==> config.mk <==
export PLATFORM = sky130hd
export DESIGN_NAME = gdf_queue
export DESIGN_NICKNAME = d
export VERILOG_FILES = /design/src/design/gdf_queue.sv
export SDC_FILE = /design/constraint.sdc
export NUM_CORES = 1
export LEC_CHECK = 0
export BUFFER_PORTS_ARGS = -buffer_cell sky130_fd_sc_hd__clkbuf_2
export CORE_MARGIN = 8
export CORE_UTILIZATION = 55
export CTS_BUF_LIST = sky130_fd_sc_hd__clkbuf_16
export DETAILED_ROUTE_END_ITERATION = 10
export GPL_TIMING_DRIVEN = 0
export PLACE_DENSITY = 0.77
export SYNTH_ARGS = -nofsm -noshare
export SYNTH_HDL_FRONTEND = slang
export SYNTH_SLANG_ARGS = --single-unit
==> constraint.sdc <==
create_clock -name clk_i -period 2.2 [get_ports clk_i]
set_input_delay 0.22 -clock clk_i [delete_from_list [all_inputs] [get_ports clk_i]]
set_output_delay 0.22 -clock clk_i [all_outputs]
set_load 0.02 [all_outputs]
==> src/design/gdf_queue.sv <==
// ----------------------------------------------------------------------------
// gdf_queue
// Small FIFO that decouples window assembly from the arithmetic pipeline.
// ----------------------------------------------------------------------------
`default_nettype none

module gdf_queue #(
  parameter int WIDTH = 8,
  parameter int DEPTH = 4
) (
  input  logic             clk_i,
  input  logic             rst_ni,
  input  logic             push_i,
  input  logic [WIDTH-1:0] data_i,
  input  logic             pop_i,
  output logic [WIDTH-1:0] data_o,
  output logic             full_o,
  output logic             empty_o
);

  localparam int PTR_W = $clog2(DEPTH);
  localparam int CNT_W = $clog2(DEPTH + 1);

  logic [WIDTH-1:0] mem_q [DEPTH];
  logic [PTR_W-1:0] wr_q, wr_d, rd_q, rd_d;
  logic [CNT_W-1:0] cnt_q, cnt_d;
  logic             do_push, do_pop;

  assign full_o  = (cnt_q == CNT_W'(DEPTH));
  assign empty_o = (cnt_q == '0);
  assign do_push = push_i && !full_o;
  assign do_pop  = pop_i && !empty_o;
  assign data_o  = mem_q[rd_q];

  always_comb begin
    wr_d  = wr_q;
    rd_d  = rd_q;
    cnt_d = cnt_q;
    if (do_push) begin
      wr_d = (wr_q == PTR_W'(DEPTH - 1)) ? '0 : wr_q + PTR_W'(1);
    end
    if (do_pop) begin
      rd_d = (rd_q == PTR_W'(DEPTH - 1)) ? '0 : rd_q + PTR_W'(1);
    end
    if (do_push && !do_pop) begin
      cnt_d = cnt_q + CNT_W'(1);
    end else if (do_pop && !do_push) begin
      cnt_d = cnt_q - CNT_W'(1);
    end
  end

  always_ff @(posedge clk_i or negedge rst_ni) begin
    if (!rst_ni) begin
      wr_q  <= '0;
      rd_q  <= '0;
      cnt_q <= '0;
    end else begin
      wr_q  <= wr_d;
      rd_q  <= rd_d;
      cnt_q <= cnt_d;
    end
  end

  always_ff @(posedge clk_i) begin
    if (do_push) begin
      mem_q[wr_q] <= data_i;
    end
  end

endmodule

`default_nettype wire

==> results.cfg <==
[status]
status = finished, final reports clean

[grt]
grt_pass1_vias = 809
gr-total-overflow = 0
grt_max_degree = 12
grt.total_usage = 0.1161
grt_antenna_before_repair = 0
grt_pass1_wl_mm = 4.257

[pwr]
p_leak_nw = 0.7492
p_total_mw = 2.740
ir_drop_mv = 1.190
powerDensity_nw_per_um2 = 1429

[synthesis]
netlist_instances = 79
synth_top_area_cell = edfxtp_1
async_reset_ff_frac = 0.1795
synth_edf_count = 32
yosysMostFrequentCell = edfxtp_1
syn-num-nets = 98
ys_ff_latch = 39
ys_top_cells_by_count = edfxtp_1, mux4_2, dfrtp_1, ha_1, and2_2
seq_area_frac_synth = 0.7012
synth_top_area_frac = 0.5931
synth_area_um2 = 1620
ys_types = 19
yosysWarnings = 0
yosys-top-cells-area = edfxtp_1, mux4_2, dfrtp_1, ha_1, mux2_2
synth_ff_type = edfxtp_1
avgSynthCellArea_um2 = 20.51

[sta]
finalCriticalPeriod_ns = 1.994
slew_violations = 0
slew-limit-headroom = 0.6610
finalHoldViolations = 0
fin_ws_ns = 0.2060
fmax_ghz = 0.5015
fin_setup_tns_ns = 0
tightest_slew_ns = 0.5085
skew_ns = 0.006075
min_period_over_period = 0.9064
rsz0062_at_grt = no
setup_viol = 0

[min_path]
hold_depth = 1
hold_class = input pin to flop

[drt]
drt_iter0_drc = 41
ant_nets = 0
wirelength_mm = 2.523
drcViolationCount = 0
wire_per_inst_um = 18.02
num_vias = 764
viasPerCell = 5.457
dr.pass1.iters = 3

[place]
placed_area_um2 = 1769
place_ws_ns = 0.1976
gp_congestion = 0.6565
port_buffers = 21
dp.cells = 131
dp_hpwl_mm = 1.787

[layout]
drive_gt1_frac = 0.4587
fin_nets = 127
finalInstanceArea_um2 = 1917
final_cells = 140
syn2layout_area_growth_pct = 18.30
fillCellCount = 171
antenna_cells = 0

[clock_tree]
htreeDepth = 2
clk_latency_ns = 0.28
clock_path_buffers = 2
clockRootBuffer = clkbuf_16
cts_tree = built
cts.reportedPaths.clkPinSlew_ns = 0.05
cts_sinks = 39
cts_made_buffers = 5

[floorplan]
start_util = 0.5825
die_area_um2 = 4939
num_rows = 19
core_area_um2 = 2781
io_pins = 22
die_y_um = 70.28
dieWidth_um = 70.28

[setup_path]
required_ns = 2.36
startpoint_type = flop
crit_fanout = 7
cp.arrival_ns = 2.15
r2r_cells = 7
end_kind = flop
critPathKind = flop to flop

[run]
drv_cap = 0
==> power by group <==
part           internal, mW  switching [mW]
Sequential             1.00           0.107
Clock                 0.409           0.270
Combinational         0.452           0.499
==> worst paths after layout <==
check                                     start               endpoint  slack (ns)
max                        cnt_q[0]$_DFFE_PN0P_   cnt_q[1]$_DFFE_PN0P_        0.21
min                                   data_i[4]  mem_q[0][4]$_DFFE_PP_        0.16
max reg2reg                cnt_q[0]$_DFFE_PN0P_   cnt_q[1]$_DFFE_PN0P_        0.21
min reg2reg                cnt_q[2]$_DFFE_PN0P_   cnt_q[2]$_DFFE_PN0P_        0.51
max in group asynchronous                rst_ni   cnt_q[2]$_DFFE_PN0P_        1.73
min in group asynchronous                rst_ni    rd_q[0]$_DFFE_PN0P_        0.30
==> what timing repair did <==
item	4_1_cts	5_1_grt
hold buffers	1	0
resized for setup	0	0
hold endpoints to repair	7	0
setup buffers	0	0
==> layout make-up <==
type,instances,area [um2],area share
flip-flops and latches,39,1136,0.5927
clock inverters,3,12.51,0.006527
multi-input cells,34,457.9,0.2389
plain buffers,3,20.02,0.01044
well taps,31,38.79,0.02023
clock buffers,5,125.1,0.06527
inverters,3,11.26,0.005875
repair buffers,22,115.1,0.06005
==> metal layers <==
metal / wire, um / global-route usage
met1: 1115 / 0.1429
met4: 57 / 0.07366
met3: 171 / 0.06215
met2: 1178 / 0.1539
met5: 0 / 0
==> metrics by stage <==
step,utilization,hold slack (ns)
final,0.6892,0.1562
after global routing,0.6892,0.1535
after CTS,0.6892,0.1530
after detailed placement,0.6361,0.06578
after global placement,0.6361,0.06848
after floorplan,-,-0.07559
==> sequential cells by signal, summed over array words and instances (netlist names) <==
signal and count:
rd_q 2, wr_q 2, cnt_q 3, mem_q 32
==> kinds of logic after synthesis <==
family,Yosys count,share of synthesized area
flip-flops,39,0.7012
multiplexers,13,0.1506
AND/OR/NAND/NOR,11,0.05405
adder cells (fa/ha/maj),7,0.05869
buffers and inverters,6,0.01930
XOR/XNOR,3,0.01622
==> critical path, cell delays in order, from the launching register on <==
cell and delay [ns]:
dfrtp_1 0.46, nor3b_4 0.22, nor2b_2 0.06, buf_6 0.13, ha_1 0.22, inv_1 0.07, fa_1 0.42, mux2_2 0.28
==> cell usage in the layout, fill, tap and decap left out, drive strengths merged <==
cell type	instances
and2	4
buf	3
clkbuf	26
clkinv	1
dfrtp	7
dlygate4sd3	1
edfxtp	32
fa	1
ha	6
inv	5
mux2	5
mux4	8
nand2b	1
nor2	3
nor2b	1
nor3	1
nor3b	1
xnor2	1
xor2	2
Note: power is estimated with default switching activity, not from simulation.
